<file path="src/rtl/v3norm_pkg.sv">
// Shared constants for the three-component vector normalizer.
`default_nettype none

package v3norm_pkg;

    localparam int IN_WIDTH_DEF  = 18;
    localparam int FRAC_BITS_DEF = 14;

endpackage

`default_nettype wire

</file>
<file path="src/rtl/v3norm_out.sv">
// Output register: zero-vector default, clamp and sign restore.
`default_nettype none

module v3norm_out
    import v3norm_pkg::*;
#(
    parameter int FRAC_BITS = FRAC_BITS_DEF,
    localparam int Q  = FRAC_BITS + 1,
    localparam int OW = FRAC_BITS + 2
)
(
    input  wire logic                  clk,
    input  wire logic                  rst_n,
    input  wire logic                  in_valid,
    output      logic                  in_ready,
    input  wire logic [2:0]            in_neg,
    input  wire logic                  in_zero,
    input  wire logic [2:0][Q-1:0]     in_q,
    output      logic                  out_valid,
    input  wire logic                  out_ready,
    output      logic [2:0][OW-1:0]    out_unit,
    output      logic                  out_zero
);

    localparam logic [Q-1:0] ONE = {1'b1, {FRAC_BITS{1'b0}}};

    logic               valid_reg;
    logic [2:0][OW-1:0] unit_reg, unit_next;
    logic               zero_reg;
    logic [Q-1:0]       mag;

    assign in_ready = !valid_reg || out_ready;

    always_comb
    begin
        mag = '0;
        for (int i = 0; i < 3; i++)
        begin
            mag = (in_q[i] > ONE) ? ONE : in_q[i];
            if (in_neg[i] && (mag != '0))
            begin
                unit_next[i] = ~OW'(mag) + 1'b1;
            end
            else
            begin
                unit_next[i] = OW'(mag);
            end
        end
        if (in_zero)
        begin
            unit_next[0] = '0;
            unit_next[1] = '0;
            unit_next[2] = OW'(ONE);
        end
    end

    always_ff @(posedge clk or negedge rst_n)
    begin
        if (!rst_n)
        begin
            valid_reg <= 1'b0;
        end
        else if (in_ready)
        begin
            valid_reg <= in_valid;
        end
    end

    always_ff @(posedge clk)
    begin
        if (in_ready)
        begin
            unit_reg <= unit_next;
            zero_reg <= in_zero;
        end
    end

    assign out_valid = valid_reg;
    assign out_unit  = unit_reg;
    assign out_zero  = zero_reg;

endmodule

`default_nettype wire

</file>
<file path="config.mk">
export PLATFORM = sky130hd
export DESIGN_NAME = v3norm_out
export DESIGN_NICKNAME = d
export VERILOG_FILES = /design/src/rtl/v3norm_pkg.sv /design/src/rtl/v3norm_out.sv
export SDC_FILE = /design/constraint.sdc
export NUM_CORES = 1
export LEC_CHECK = 0
export BUFFER_PORTS_ARGS = -buffer_cell sky130_fd_sc_hd__buf_2
export CAP_MARGIN = 40
export CELL_PAD_IN_SITES_DETAIL_PLACEMENT = 0
export CELL_PAD_IN_SITES_GLOBAL_PLACEMENT = 2
export CORE_MARGIN = 4
export CORE_UTILIZATION = 25
export DETAILED_ROUTE_END_ITERATION = 7
export PLACE_DENSITY = 0.66
export RECOVER_POWER = 25
export SYNTH_ARGS = -nofsm -noshare
export SYNTH_HDL_FRONTEND = slang
export SYNTH_SLANG_ARGS = --single-unit
</file>
<file path="constraint.sdc">
create_clock -name clk -period 9 [get_ports clk]
set_input_delay 2.7 -clock clk [delete_from_list [all_inputs] [get_ports clk]]
set_output_delay 2.7 -clock clk [all_outputs]
set_load 0.05 [all_outputs]
</file>
==> metrics.txt <==
Post-synth top cells=edfxtp_1 (49), nor2_1 (35), nand2_1 (24), xor2_1 (18), a21oi_1 (16); Worst Hold Class=reg -> reg; vias in the first global route=2737; Final Worst Setup Slack=2.502 ns; hold_buf cts=0; setup TNS=0 ns; detailed-route via count=2714; post-synth top area cell=edfxtp_1; crit path capture type=output port; max cap viols=1; largest net degree at the start of global routing=52; Final min period=6.498 ns; status=complete, but fails checks; synthesized instance count=300; H-tree depth=2; postcts setup bufs=0; Final setup viols=0; Worst VDD drop=0.00007006 V; wire per inst=16.74 um; relative slew slack=-14.16%; Yosys cell types=51; DIE AREA=0.01395 mm^2; top post-synthesis cells by area=edfxtp_1 (49%), xor2_1 (5.2%), nor2_1 (4.3%); clk sinks=50; Clock Latency Late Sink=0.30 ns; hpwl dp=6743 um; crit start category=input port; M3 GR Usage=2.403%; chip width=118.1 um; Slew @ Worst Pin=1.712 ns; post-synthesis average cell area=10.11 um^2; GR peak layer=met2; ANT cells=0; Post-synth EDFFs=49; share of post-route cells with drive strength above 1=30.92%; CTS Buf Count=5; Post-synth top flop=edfxtp_1; vias per cell=4.989; mapped cell area=0.003032 mm^2; RSZ-0062 raised after global routing=no; Synthesized Nets=356; Crit path required time=6.30 ns; cell leakage power=1.585 nW; CTS Buffer Depth=2; total chip power=0.7186 mW; antenna-violating nets left=0; failing checks=max-capacitance violations, max-slew violations; FFs w/ async S/R, synth=2.000%; Placement Rows=39; cell area after layout=0.003885 mm^2; global route total overflow=0; starting DRC count in detailed routing=160; met1 Usage GRT=17.82%; GR Util met2=20.15%; die height=118.1 um; GRT Overall Usage=12.83%; global-route wire length before repair=14370 um; Yosys top cell area share=48.53%; final hold vios=0; Post-Route WL=9106 um; area growth from synthesis to layout=28.15%; Synth Warn #=0; Place WS=2.451 ns; Core ar.=0.01166 mm^2; data arrival time of the critical path=3.80 ns; FMAX=153.9 MHz; antenna violations before repair=0; CP max FO=51; root buffer cell=clkbuf_16; Area after DPL=0.003687 mm^2; residual DRC count=0; fraction of the cycle the final worst path needs=72.20%; register area share after synthesis=49.36%; DRT Pass-1 Iters=4; Clock transition at path regs=0.07 ns; Post-CTS Resized=0; Final Wtd Congestion=0.8349; CP Class=in -> out; Initial Util=26.00%; PortBufs=103; Slew Limit Fails=34; Setup Skew=0.006247 ns; Pwr per Cell Area=185.0 mW/mm^2; IO Count=104; number of nets in the layout=456; TritonCTS clock tree=yes; count leader, synth=edfxtp_1; Yosys reg bits=50
## cells by family after synthesis
| logic type | Yosys count | synth area share, % |
|---|---|---|
| AOI/OAI and AO/OA | 69 | 16.39 |
| and+or+nand+nor | 136 | 23.77 |
| adders and majority gates | 3 | 1.238 |
| xor gates and xnor gates | 23 | 6.645 |
| DFF | 50 | 49.36 |
| buffers and inverters | 19 | 2.600 |
## critical path: stages
cell and delay [ns]:
buf_2 0.07, nand2b_2 0.09, buf_4 0.54, buf_2 0.38
## state kept, by name, summed over array words and instances (netlist names)
| name | cells |
|---|---|
| out_unit | 48 |
| out_valid | 1 |
| out_zero | 1 |
## metrics by stage
step | util (%) | instances | hold slack [ns]
5_1_grt | 33.31 | 544 | 1.044
4_1_cts | 33.32 | 544 | 0.9584
3_5_place_dp | 31.62 | 536 | 0.9444
3_3_place_gp | 31.62 | 536 | 0.9180
6_report | 33.31 | 544 | 0.9257
2_1_floorplan | - | 300 | 2.225
## worst paths after layout
| path | start | to | slack (ns) | cells past startpoint |
|---|---|---|---|---|
| setup / recovery | out_ready | in_ready | 2.50 | 4 |
| hold / removal | out_valid | out_valid | 0.93 | 3 |
| setup reg to reg | out_valid | out_unit[0] | 7.63 | 2 |
| hold reg to reg | out_valid | out_valid | 0.93 | 3 |
| max in group asynchronous | rst_n | out_valid | 6.75 | 1 |
| min in group asynchronous | rst_n | out_valid | 2.17 | 1 |
## cell type report
cell class	instances	area, um^2
well taps	143	178.9
clock buffers	6	138.9
repair buffers	104	521.8
multi-input cells	231	1459
flip-flops and latches	50	1496
inverters	8	30.03
clock inverters	2	60.06
fillers	1231	7777
## metal layers
layer	share of wire, %	vias to the layer above	wire (um)
met2	44	80	4052
met1	50	1282	4526
met5	0	-	0
met3	4.3	9	389
li1	-	1343	-
met4	1.5	0	138
## layout by cell type (no fill, tap or decap), types with 3 or more instances in the layout
cell type	n
o311ai_1	4
nor4_1	4
nand3_1	9
or4_4	3
nand2_1	24
edfxtp_1	49
and3_1	4
a21oi_1	16
o311a_1	3
xor2_1	18
inv_1	7
nor3_1	12
or2_2	4
buf_2	102
o41ai_1	5
and2_1	3
ha_1	3
nor2_1	35
o211ai_1	4
or4_1	7
or3_1	6
xnor2_1	5
o21ai_0	10
clkbuf_16	5
a311oi_1	4
o31ai_1	7
nand2b_1	13
## power by group
part | internal [mW] | leakage [nW] | switching [mW]
combinational | 0.0452 | 0.956 | 0.133
clock | 0.167 | 0.0971 | 0.0877
sequential | 0.280 | 0.533 | 0.00575
total | 0.492 | 1.59 | 0.227
No activity file was read; power rests on OpenSTA's default activity.
