==> src/rtl/v3norm_pkg.sv <==
// Shared constants for the three-component vector normalizer.
`default_nettype none

package v3norm_pkg;

    localparam int IN_WIDTH_DEF  = 18;
    localparam int FRAC_BITS_DEF = 14;

endpackage

`default_nettype wire

==> src/rtl/v3norm_root_stage.sv <==
// One result bit of the rounded scaled-magnitude search for all three lanes.
`default_nettype none

module v3norm_root_stage
    import v3norm_pkg::*;
#(
    parameter int IN_WIDTH  = IN_WIDTH_DEF,
    parameter int FRAC_BITS = FRAC_BITS_DEF,
    parameter int BIT       = FRAC_BITS_DEF,
    localparam int SW = 2 * IN_WIDTH,
    localparam int W  = 2 * IN_WIDTH + 2 * FRAC_BITS + 6,
    localparam int Q  = FRAC_BITS + 1
)
(
    input  wire logic                  clk,
    input  wire logic                  rst_n,
    input  wire logic                  in_valid,
    output      logic                  in_ready,
    input  wire logic [2:0]            in_neg,
    input  wire logic                  in_zero,
    input  wire logic [SW-1:0]         in_s,
    input  wire logic [2:0][W-1:0]     in_rem,
    input  wire logic [2:0][W-1:0]     in_p,
    input  wire logic [2:0][Q-1:0]     in_q,
    output      logic                  out_valid,
    input  wire logic                  out_ready,
    output      logic [2:0]            out_neg,
    output      logic                  out_zero,
    output      logic [SW-1:0]         out_s,
    output      logic [2:0][W-1:0]     out_rem,
    output      logic [2:0][W-1:0]     out_p,
    output      logic [2:0][Q-1:0]     out_q
);

    localparam logic [Q-1:0] ONE     = {1'b1, {FRAC_BITS{1'b0}}};
    localparam logic [Q-1:0] BIT_SEL = {{(Q-1){1'b0}}, 1'b1} << BIT;

    logic                  valid_reg;
    logic [2:0]            neg_reg;
    logic                  zero_reg;
    logic [SW-1:0]         s_reg;
    logic [2:0][W-1:0]     rem_reg, rem_next;
    logic [2:0][W-1:0]     p_reg, p_next;
    logic [2:0][Q-1:0]     q_reg, q_next;
    logic [W-1:0]          s_ext;
    logic [2:0][W-1:0]     trial;
    logic [2:0][Q-1:0]     cand;

    assign in_ready = !valid_reg || out_ready;
    assign s_ext    = W'(in_s);

    always_comb
    begin
        for (int i = 0; i < 3; i++)
        begin
            cand[i]  = in_q[i] | BIT_SEL;
            trial[i] = in_rem[i] - (in_p[i] << (BIT + 2)) - (s_ext << (2 * BIT + 2));
            if ((cand[i] <= ONE) && !trial[i][W-1])
            begin
                rem_next[i] = trial[i];
                p_next[i]   = in_p[i] + (s_ext << (BIT + 1));
                q_next[i]   = cand[i];
            end
            else
            begin
                rem_next[i] = in_rem[i];
                p_next[i]   = in_p[i];
                q_next[i]   = in_q[i];
            end
        end
    end

    always_ff @(posedge clk or negedge rst_n)
    begin
        if (!rst_n)
        begin
            valid_reg <= 1'b0;
        end
        else if (in_ready)
        begin
            valid_reg <= in_valid;
        end
    end

    always_ff @(posedge clk)
    begin
        if (in_ready)
        begin
            neg_reg  <= in_neg;
            zero_reg <= in_zero;
            s_reg    <= in_s;
            rem_reg  <= rem_next;
            p_reg    <= p_next;
            q_reg    <= q_next;
        end
    end

    assign out_valid = valid_reg;
    assign out_neg   = neg_reg;
    assign out_zero  = zero_reg;
    assign out_s     = s_reg;
    assign out_rem   = rem_reg;
    assign out_p     = p_reg;
    assign out_q     = q_reg;

endmodule

`default_nettype wire

==> config.mk <==
export PLATFORM = sky130hd
export DESIGN_NAME = v3norm_root_stage
export DESIGN_NICKNAME = d
export VERILOG_FILES = /design/src/rtl/v3norm_pkg.sv /design/src/rtl/v3norm_root_stage.sv
export SDC_FILE = /design/constraint.sdc
export NUM_CORES = 2
export LEC_CHECK = 0
export ABC_CLOCK_PERIOD_IN_PS = 35800
export BUFFER_PORTS_ARGS = -buffer_cell sky130_fd_sc_hd__buf_2
export CORE_AREA = 2 2 391 393
export CTS_BUF_LIST = sky130_fd_sc_hd__clkbuf_4 sky130_fd_sc_hd__clkbuf_8
export CTS_CLUSTER_DIAMETER = 200
export DETAILED_ROUTE_END_ITERATION = 8
export DIE_AREA = 0 0 393 395
export PLACE_DENSITY = 0.55
export SLEW_MARGIN = 40
export SYNTH_ARGS = -nofsm -noshare
export SYNTH_HDL_FRONTEND = slang
export SYNTH_SLANG_ARGS = --single-unit
==> constraint.sdc <==
create_clock -name clk -period 35.8 [get_ports clk]
set_input_delay 10.74 -clock clk [delete_from_list [all_inputs] [get_ports clk]]
set_output_delay 10.74 -clock clk [all_outputs]
set_load 0.01 [all_outputs]
==> out/summary.txt <==
# resized after CTS = 0
Setup crit end kind = primary output
Clock Latency Late Sink = 0.87 ns
Ys async rst share = 0.198%
Detailed placer's ending HPWL = 143000 µm
Max FO, Critical Path = 3
First-iteration detailed-routing DRC count = 2239
Arrival time at the worst endpoint = 11.37 ns
EDFF count, synth = 505
Post-DRT Antenna Nets = 0
Count of cell types in the netlist = 86
Worst Tran Pin Value = 0.919 ns
Reg clk slew, reported paths = 0.06 ns
First-pass GRT wire length = 235000 µm
Placement-stage cell area = 44300 µm²
Root Driver = clkbuf_8
Ys flop type = edfxtp_1
Final WL = 172000 µm
CTS Hold Bufs = 0
Leak = 21.4 nW
Drt via density = 4.78
Synth Register Bits = 506
Die area = 155000 µm²
Ports = 1016
Post-Syn Area = 36900 µm²
Multi-input logic area = 19800 µm²
Port-buffer cells = 1015
Critical path type = in2out
Vias = 32827
Initial Util = 24.4%
CTS sink cnt = 506
# fillers = 15835
Hold/Removal Path Class = reg2reg
Clock Tree Buf Depth = 3
Final TNS setup = 0 ns
RSZ-0062 raised after global routing = false
Post-CTS setup buffers = 0
Syn nets = 4669
Final Hold Viols = 0
WL/cell = 25.1 µm
Final max-slew violation count = 0
Gate count of the mapped netlist = 3728
Min Clock Period, post-route = 22.11 ns
Total Routing Usage GR = 21.3%
Htree depth = 3
Post-synthesis sequential area ratio = 41.1%
Slew Limit Headroom = 38.1%
Synthesis warning total = 0
Register area = 15200 µm²
Syn avg cell area = 9.91 µm²
DRC viols = 0
Number of max-cap violations = 0
Layout cells sized above 1 = 26.4%
Number of setup violations in the final report = 0
CP Data Required Time = 25.06 ns
TritonCTS Buffers = 103
Tcrit/Tclk final = 61.8%
Pin count of the biggest net entering global routing = 169
Cell area after layout = 46700 µm²
FMAX = 0.0452 GHz
Final net count = 5664
Die X-Extent = 393 µm
First drt pass iteration count = 6
Critical Path Start Type = input port
Gr ovfl total = 0
Setup Skew = 0.0569 ns
CTS tree = yes
Vias in the first global route = 32554
Core box area = 151000 µm²
Die Y = 395 µm
Row count = 143
Syn-to-layout area delta = 26.4%
Worst IR Drop VDD = 0.0000289 V
Final Wtd Congestion = 0.948
Antenna violations before repair = 81
Cell Pwr Density = 45.5 nW/µm²
Status = finished, final reports clean
## layout by cell type (no fill, tap or decap), types with 35 or more instances in the layout
master / count
ha_1: 321
o21ai_0: 374
nor3_1: 41
and3_1: 37
edfxtp_1: 505
inv_1: 361
nor2b_1: 35
fa_1: 111
a21oi_1: 257
nand4_1: 55
nand2_1: 440
xor2_1: 148
clkbuf_8: 105
nor2_1: 131
nand3_1: 48
xnor2_1: 159
a21o_1: 151
buf_2: 1016
o21bai_1: 35
## final timing paths
path | startpoint | to | slack [ns] | depth (start not counted)
max reg2reg | out_valid | out_rem[117] | 32.15 | 6
min | out_valid | out_q[12] | 1.21 | 2
max | out_ready | in_ready | 13.69 | 3
max in group asynchronous | rst_n | out_valid | 26.03 | 1
min reg2reg | out_valid | out_q[12] | 1.21 | 2
min in group asynchronous | rst_n | out_valid | 9.69 | 1
## power by group
group          switching (mW)  total [mW]  internal, mW
clock network           0.310       0.720         0.409
logic                   0.431       0.692         0.261
registers              0.0124       0.715         0.702
## layout make-up
cell class	count	area share [%]
Inverter	361	2.90
Timing Repair Buffer	1041	11.5
Antenna cell	23	0.123
Clock inverter	64	1.62
Tap cell	2030	5.44
Sequential cell	506	32.5
Clock buffer	126	3.43
Multi-Input combinational cell	2710	42.5
## flip-flops by register name, indices dropped and copies added, names as in the netlist
name,count
out_valid,1
out_neg,3
out_zero,1
out_q,45
out_rem,210
out_s,36
out_p,210
## per-layer routing
metal  GRT usage [%]  vias to the layer above  share of wire (%)
li1                -                    15362                  -
met1            25.3                    15798                 40
met3            6.95                      303                9.1
met2            35.6                     1306                 47
met4            7.46                       58                3.6
met5               0                        -               0.22
## critical path, cell delays in order
cell	delay, ns
buf_2	0.12
nand2b_4	0.26
buf_2	0.21
## Yosys cell counts, drive strengths merged, types with 26 or more instances
cell / number / area (µm²)
a21o: 151 / 1130
nand3: 48 / 240
nor2b: 35 / 219
clkbuf: 115 / 432
nor2: 132 / 498
xnor2: 159 / 1390
o21ai: 378 / 1900
nand2: 440 / 1650
ha: 321 / 4020
xor2: 148 / 1300
buf: 36 / 189
nand2b: 32 / 200
fa: 111 / 2220
o21a: 30 / 225
edfxtp: 505 / 15200
o21bai: 35 / 263
a21oi: 257 / 1290
and3: 37 / 231
a211oi: 26 / 200
inv: 361 / 1360
nand4: 55 / 344
nor3: 44 / 230
## cell families after synthesis
kind of cell	count (synthesis)	synth area share, %
compound gates	1038	17.2
simple gates	919	11.7
buf+inv	512	5.35
flops	506	41.1
fa+ha+maj	432	16.9
xor+xnor	307	7.28
mux	14	0.427
## per-stage QoR
stage | power [mW] | utilization [%] | std cells | worst slack (ns) | hold WS, ns
final | 2.13 | 30.9 | 6861 | 13.69 | 1.21
after global routing | 2.24 | 30.9 | 6850 | 13.67 | 1.28
after CTS | 2.16 | 30.8 | 6837 | 13.65 | 1.29
after detailed placement | 1.42 | 29.3 | 6647 | 13.65 | 1.27
after global placement | 1.41 | 29.2 | 6644 | 13.65 | 1.26
after floorplan | 1.17 | - | 3728 | 2.20 | 10.44
No activity file was read; power rests on OpenSTA's default activity.
