`src/rtl/v3norm_pkg.sv`:
```
// Shared constants for the three-component vector normalizer.
`default_nettype none

package v3norm_pkg;

    localparam int IN_WIDTH_DEF  = 18;
    localparam int FRAC_BITS_DEF = 14;

endpackage

`default_nettype wire

```
`src/rtl/v3norm_front.sv`:
```
// Front pipeline: component magnitudes, squares, sum of squares and root seeds.
`default_nettype none

module v3norm_front
    import v3norm_pkg::*;
#(
    parameter int IN_WIDTH  = IN_WIDTH_DEF,
    parameter int FRAC_BITS = FRAC_BITS_DEF,
    localparam int SW = 2 * IN_WIDTH,
    localparam int W  = 2 * IN_WIDTH + 2 * FRAC_BITS + 6
)
(
    input  wire logic                          clk,
    input  wire logic                          rst_n,
    input  wire logic                          in_valid,
    output      logic                          in_ready,
    input  wire logic [2:0][IN_WIDTH-1:0]      in_comp,
    output      logic                          out_valid,
    input  wire logic                          out_ready,
    output      logic [2:0]                    out_neg,
    output      logic                          out_zero,
    output      logic [SW-1:0]                 out_s,
    output      logic [2:0][W-1:0]             out_rem,
    output      logic [2:0][W-1:0]             out_p
);

    logic                     va_reg, vb_reg, vc_reg;
    logic                     rdy_a, rdy_b, rdy_c;
    logic [2:0][IN_WIDTH-1:0] mag_reg, mag_next;
    logic [2:0]               nega_reg, negb_reg, negc_reg;
    logic [2:0][SW-1:0]       sq_reg;
    logic [SW-1:0]            s_next, s_reg;
    logic [2:0][W-1:0]        rem_reg, rem_next;
    logic [W-1:0]             p_reg, p_next;
    logic                     zero_reg;

    assign rdy_c    = !vc_reg || out_ready;
    assign rdy_b    = !vb_reg || rdy_c;
    assign rdy_a    = !va_reg || rdy_b;
    assign in_ready = rdy_a;

    always_comb
    begin
        for (int i = 0; i < 3; i++)
        begin
            mag_next[i] = in_comp[i][IN_WIDTH-1] ? (~in_comp[i] + 1'b1) : in_comp[i];
        end
    end

    always_comb
    begin
        s_next = sq_reg[0] + sq_reg[1] + sq_reg[2];
        p_next = ~W'(s_next) + 1'b1;
        for (int i = 0; i < 3; i++)
        begin
            rem_next[i] = (W'(sq_reg[i]) << (2 * FRAC_BITS + 2)) - W'(s_next);
        end
    end

    always_ff @(posedge clk or negedge rst_n)
    begin
        if (!rst_n)
        begin
            va_reg <= 1'b0;
            vb_reg <= 1'b0;
            vc_reg <= 1'b0;
        end
        else
        begin
            if (rdy_a) va_reg <= in_valid;
            if (rdy_b) vb_reg <= va_reg;
            if (rdy_c) vc_reg <= vb_reg;
        end
    end

    always_ff @(posedge clk)
    begin
        if (rdy_a)
        begin
            mag_reg <= mag_next;
            for (int i = 0; i < 3; i++)
            begin
                nega_reg[i] <= in_comp[i][IN_WIDTH-1];
            end
        end
        if (rdy_b)
        begin
            for (int i = 0; i < 3; i++)
            begin
                sq_reg[i] <= SW'(mag_reg[i]) * SW'(mag_reg[i]);
            end
            negb_reg <= nega_reg;
        end
        if (rdy_c)
        begin
            s_reg    <= s_next;
            rem_reg  <= rem_next;
            p_reg    <= p_next;
            zero_reg <= (s_next == '0);
            negc_reg <= negb_reg;
        end
    end

    assign out_valid = vc_reg;
    assign out_neg   = negc_reg;
    assign out_zero  = zero_reg;
    assign out_s     = s_reg;
    assign out_rem   = rem_reg;
    assign out_p     = {p_reg, p_reg, p_reg};

endmodule

`default_nettype wire

```
`config.mk`:
```
export PLATFORM = sky130hd
export DESIGN_NAME = v3norm_front
export DESIGN_NICKNAME = d
export VERILOG_FILES = /design/src/rtl/v3norm_pkg.sv /design/src/rtl/v3norm_front.sv
export SDC_FILE = /design/constraint.sdc
export NUM_CORES = 2
export LEC_CHECK = 0
export BUFFER_PORTS_ARGS = -buffer_cell sky130_fd_sc_hd__clkbuf_2
export CORE_MARGIN = 1
export CORE_UTILIZATION = 56
export DETAILED_ROUTE_END_ITERATION = 7
export PLACE_DENSITY = 0.8
export SLEW_MARGIN = 20
export SYNTH_ARGS = -nofsm -noshare
export SYNTH_HDL_FRONTEND = slang
export SYNTH_SLANG_ARGS = --single-unit
```
`constraint.sdc`:
```
create_clock -name clk -period 6.9 [get_ports clk]
set_clock_uncertainty 0.1 [all_clocks]
set_input_delay 0 -clock clk [delete_from_list [all_inputs] [get_ports clk]]
set_output_delay 0 -clock clk [all_outputs]
set_load 0.03 [all_outputs]
```
==> results.sh <==
export IMPL_core_area_mm2=0.0851
export IMPL_ff2ff_path_depth=25
export IMPL_finalSetupTns_ns=0
export IMPL_antennaDiodeCount=0
export IMPL_placed_cell_area_mm2=0.0514
export IMPL_num_fill_cells=6339
export IMPL_post_synth_top_area_cell="fa_1"
export IMPL_synth_seq_cells=386
export IMPL_ys_types=96
export IMPL_detailroute_via_count=35693
export IMPL_clock_sink_count=386
export IMPL_grt_pass1_wl_um=203000
export IMPL_drcViolationCount=0
export IMPL_critical_path_reg2reg_endpoint="sq_reg[35]"
export IMPL_setup_worst_path_end="sq_reg[35]"
export IMPL_tritoncts="yes"
export IMPL_largest_reg_flops=140
export IMPL_critPathMaxStageDelay_ns=0.55
export IMPL_fin_util_pct=64.4
export IMPL_aggregate_global_route_resource_usage_pct=30.9
export IMPL_worst_setup_path_startpoint="mag_reg[10]"
export IMPL_cts_root_buffer="clkbuf_16"
export IMPL_worst_hold_slack_ns=0.0322
export IMPL_htreeDepth=2
export IMPL_synth_enable_flop_cells=383
export IMPL_clk_path_buf_depth=3
export IMPL_post_drt_via_cell_ratio=5.48
export IMPL_worstSetupEndpointType="flip-flop"
export IMPL_regArea_mm2=0.0116
export IMPL_synth_yosys_warnings=0
export IMPL_critical_path_arrival_ns=7.12
export IMPL_dieHeight_um=295
export IMPL_boundaryPins=520
export IMPL_clkTransAtPathRegs_ns=0.07
export IMPL_globalRouteOverflowTotal=0
export IMPL_synthCells=4773
export IMPL_starting_drc_count_in_detailed_routing=2442
export IMPL_finalHoldViolations=0
export IMPL_die_w_um=295
export IMPL_regToRegSetupSlack_ns=0.03
export IMPL_insertion_delay_ns=0.62
export IMPL_worst_pin_slew_ns=1.06
export IMPL_fin_crit_ns=6.87
export IMPL_worst_ep_required_time_ns=7.15
export IMPL_crit_path_start_kind="flip-flop"
export IMPL_count_of_input_and_output_buffers=519
export IMPL_syn_area_per_cell_um2=10.1
export IMPL_grt_max_degree=112
export IMPL_grt_setup_unrepaired="yes"
export IMPL_core_rowCount=107
export IMPL_synthToLayoutAreaGrowth_pct=14.1
export IMPL_cell_area_after_synthesis_mm2=0.0481
export IMPL_outcome="completed"
export IMPL_report_final_slew_viol_count=0
export IMPL_layout_worst_path_cycle_share_pct=99.6
export IMPL_max_cap_violations=0
export IMPL_gpl_final_weighted_congestion=1.03
export IMPL_most_used_flip_flop_cell_after_synthesis="edfxtp_1"
export IMPL_netlist_area_leader_share_pct=28.9
export IMPL_maxClockFrequency_ghz=0.146
export IMPL_drt_pre_antenna_iters=5
export IMPL_finish_instance_area_mm2=0.0548
export IMPL_post_drt_wl_per_cell_um=20.5
export IMPL_report_final_setup_viol=0
export IMPL_yosysSeqAreaShare_pct=24.1
export IMPL_num_nets_final=6467
export IMPL_design_die_area_mm2=0.0870
export IMPL_floorplan_initialDensity_pct=56.5
export IMPL_post_detailed_placement_half_perimeter_wirelength_um=107000
export IMPL_postRouteAntennaNets=0
export IMPL_total_length_of_routed_wires_um=134000
export IMPL_total_clock_buffers_created_by_cts=47
export IMPL_synth_area_top_cells="fa_1 29%, edfxtp_1 24%, ha_1 9.9%"
export IMPL_first_global_vias=36742
export IMPL_critPathMostFrequentCell="fa_1"
export IMPL_setup_worst_path_class="flip-flop to flip-flop"
export IMPL_multi_input_comb_area_mm2=0.0308
export IMPL_crit_fanout=6
export IMPL_antenna_found_initial=0
export IMPL_crit_reg2reg_launch="mag_reg[10]"
export IMPL_crit_path_top_delay_cell="fa_1"
export IMPL_drive_gt1_share_pct=18.1
export IMPL_min_delay_path_class="input port to flip-flop"
export IMPL_asyncSetResetFlopFracSynth_pct=0.777
export IMPL_slew_headroom_pct=29.4
## worst min-delay path by stage
stage	end	slack, ns	cells after the start	start
after floorplan	out_valid	-0.40	0	rst_n
after global placement	out_valid	-0.30	1	rst_n
after detailed placement	out_valid	-0.30	1	rst_n
after CTS	va_reg	0.003	3	in_valid
after global routing	va_reg	0.06	3	in_valid
final	va_reg	0.03	3	in_valid
## layer usage
metal	up-vias	GRT usage [%]	share of wire [%]
met5	-	0	0
met4	0	20.7	7.8
met3	414	3.57	6.6
met2	1658	53.1	49
met1	17627	36.4	36
li1	15994	-	-
## cell usage after synthesis (10+ instances only)
master	count
and2_1	207
fa_1	694
xor2_1	105
o21bai_1	13
inv_1	1040
xnor2_1	208
a21o_1	46
a21boi_0	10
nand3b_1	14
nand3_1	67
o21a_1	26
nand2_1	371
nor3_1	65
edfxtp_1	383
nor4_1	21
clkbuf_1	103
ha_1	382
nand2b_1	29
o31ai_1	24
nor2b_1	33
nand4_1	44
o21ai_0	90
nor2_1	166
buf_4	243
a211oi_1	21
or2_2	14
a31oi_1	14
or3_1	40
or4_1	21
a21oi_1	130
## metrics by stage
stage	instances	setup WS (ns)
finish	6514	0.0286
detailed placement	6273	-0.147
global route	6514	-0.214
CTS	6490	0.00354
floorplan	4774	-0.0539
global placement	6273	-0.0648
## layout make-up
class                      instances  share of cell area, %
multi-input combinational       2991                   56.1
sequential                       386                   21.1
timing repair buffer             865                   10.2
inverter                        1042                   7.13
tap                             1144                   2.61
clock buffer                      56                   2.25
clock inverter                    30                  0.582
## layout by cell type (no fill, tap or decap), types with 104 or more instances in the layout
cell type / Yosys / final
inv_1: 1040 / 1028
fa_1: 694 / 688
clkbuf_2: 0 / 519
edfxtp_1: 383 / 383
ha_1: 382 / 370
nand2_1: 371 / 366
buf_4: 243 / 215
xnor2_1: 208 / 207
and2_1: 207 / 199
nor2_1: 166 / 162
a21oi_1: 130 / 122
dlygate4sd3_1: 0 / 108
xor2_1: 105 / 104
## cells by family (layout without fill, tap and decap cells)
kind of cell,Yosys count,count (layout),share of synthesized area [%]
adder cells (fa/ha/maj),1078,1078,38.9
AO/OA/AOI/OAI,454,454,6.26
other,2,3,0.0156
AND/OR/NAND/NOR,1134,1134,12.0
buffers and inverters,1397,1993,12.8
multiplexers,7,7,0.156
flip-flops,386,386,24.1
XOR/XNOR,315,315,5.77
## worst max-delay path, delay by kind of cell, from the launching register on
family	cells	cell delay, ns
AO/OA/AOI/OAI	7	1.35
flip-flops	1	0.44
AND/OR/NAND/NOR	3	0.46
buffers and inverters	7	0.74
adder cells (fa/ha/maj)	7	3.42
XOR/XNOR	1	0.12
## timing repair
| item | CTS | global route |
|---|---|---|
| gates resized for setup | 18 | 100 |
| setup buffers | 23 | 24 |
| hold endpoints to repair | 63 | 0 |
| cloned | 0 | 0 |
| endpoints found under the setup margin | 7 | 17 |
| pin swaps | 23 | 41 |
| hold buffers | 108 | 0 |
Power is not shown: default switching activity piles up to over one toggle a cycle in this logic, so the estimate is an artifact.
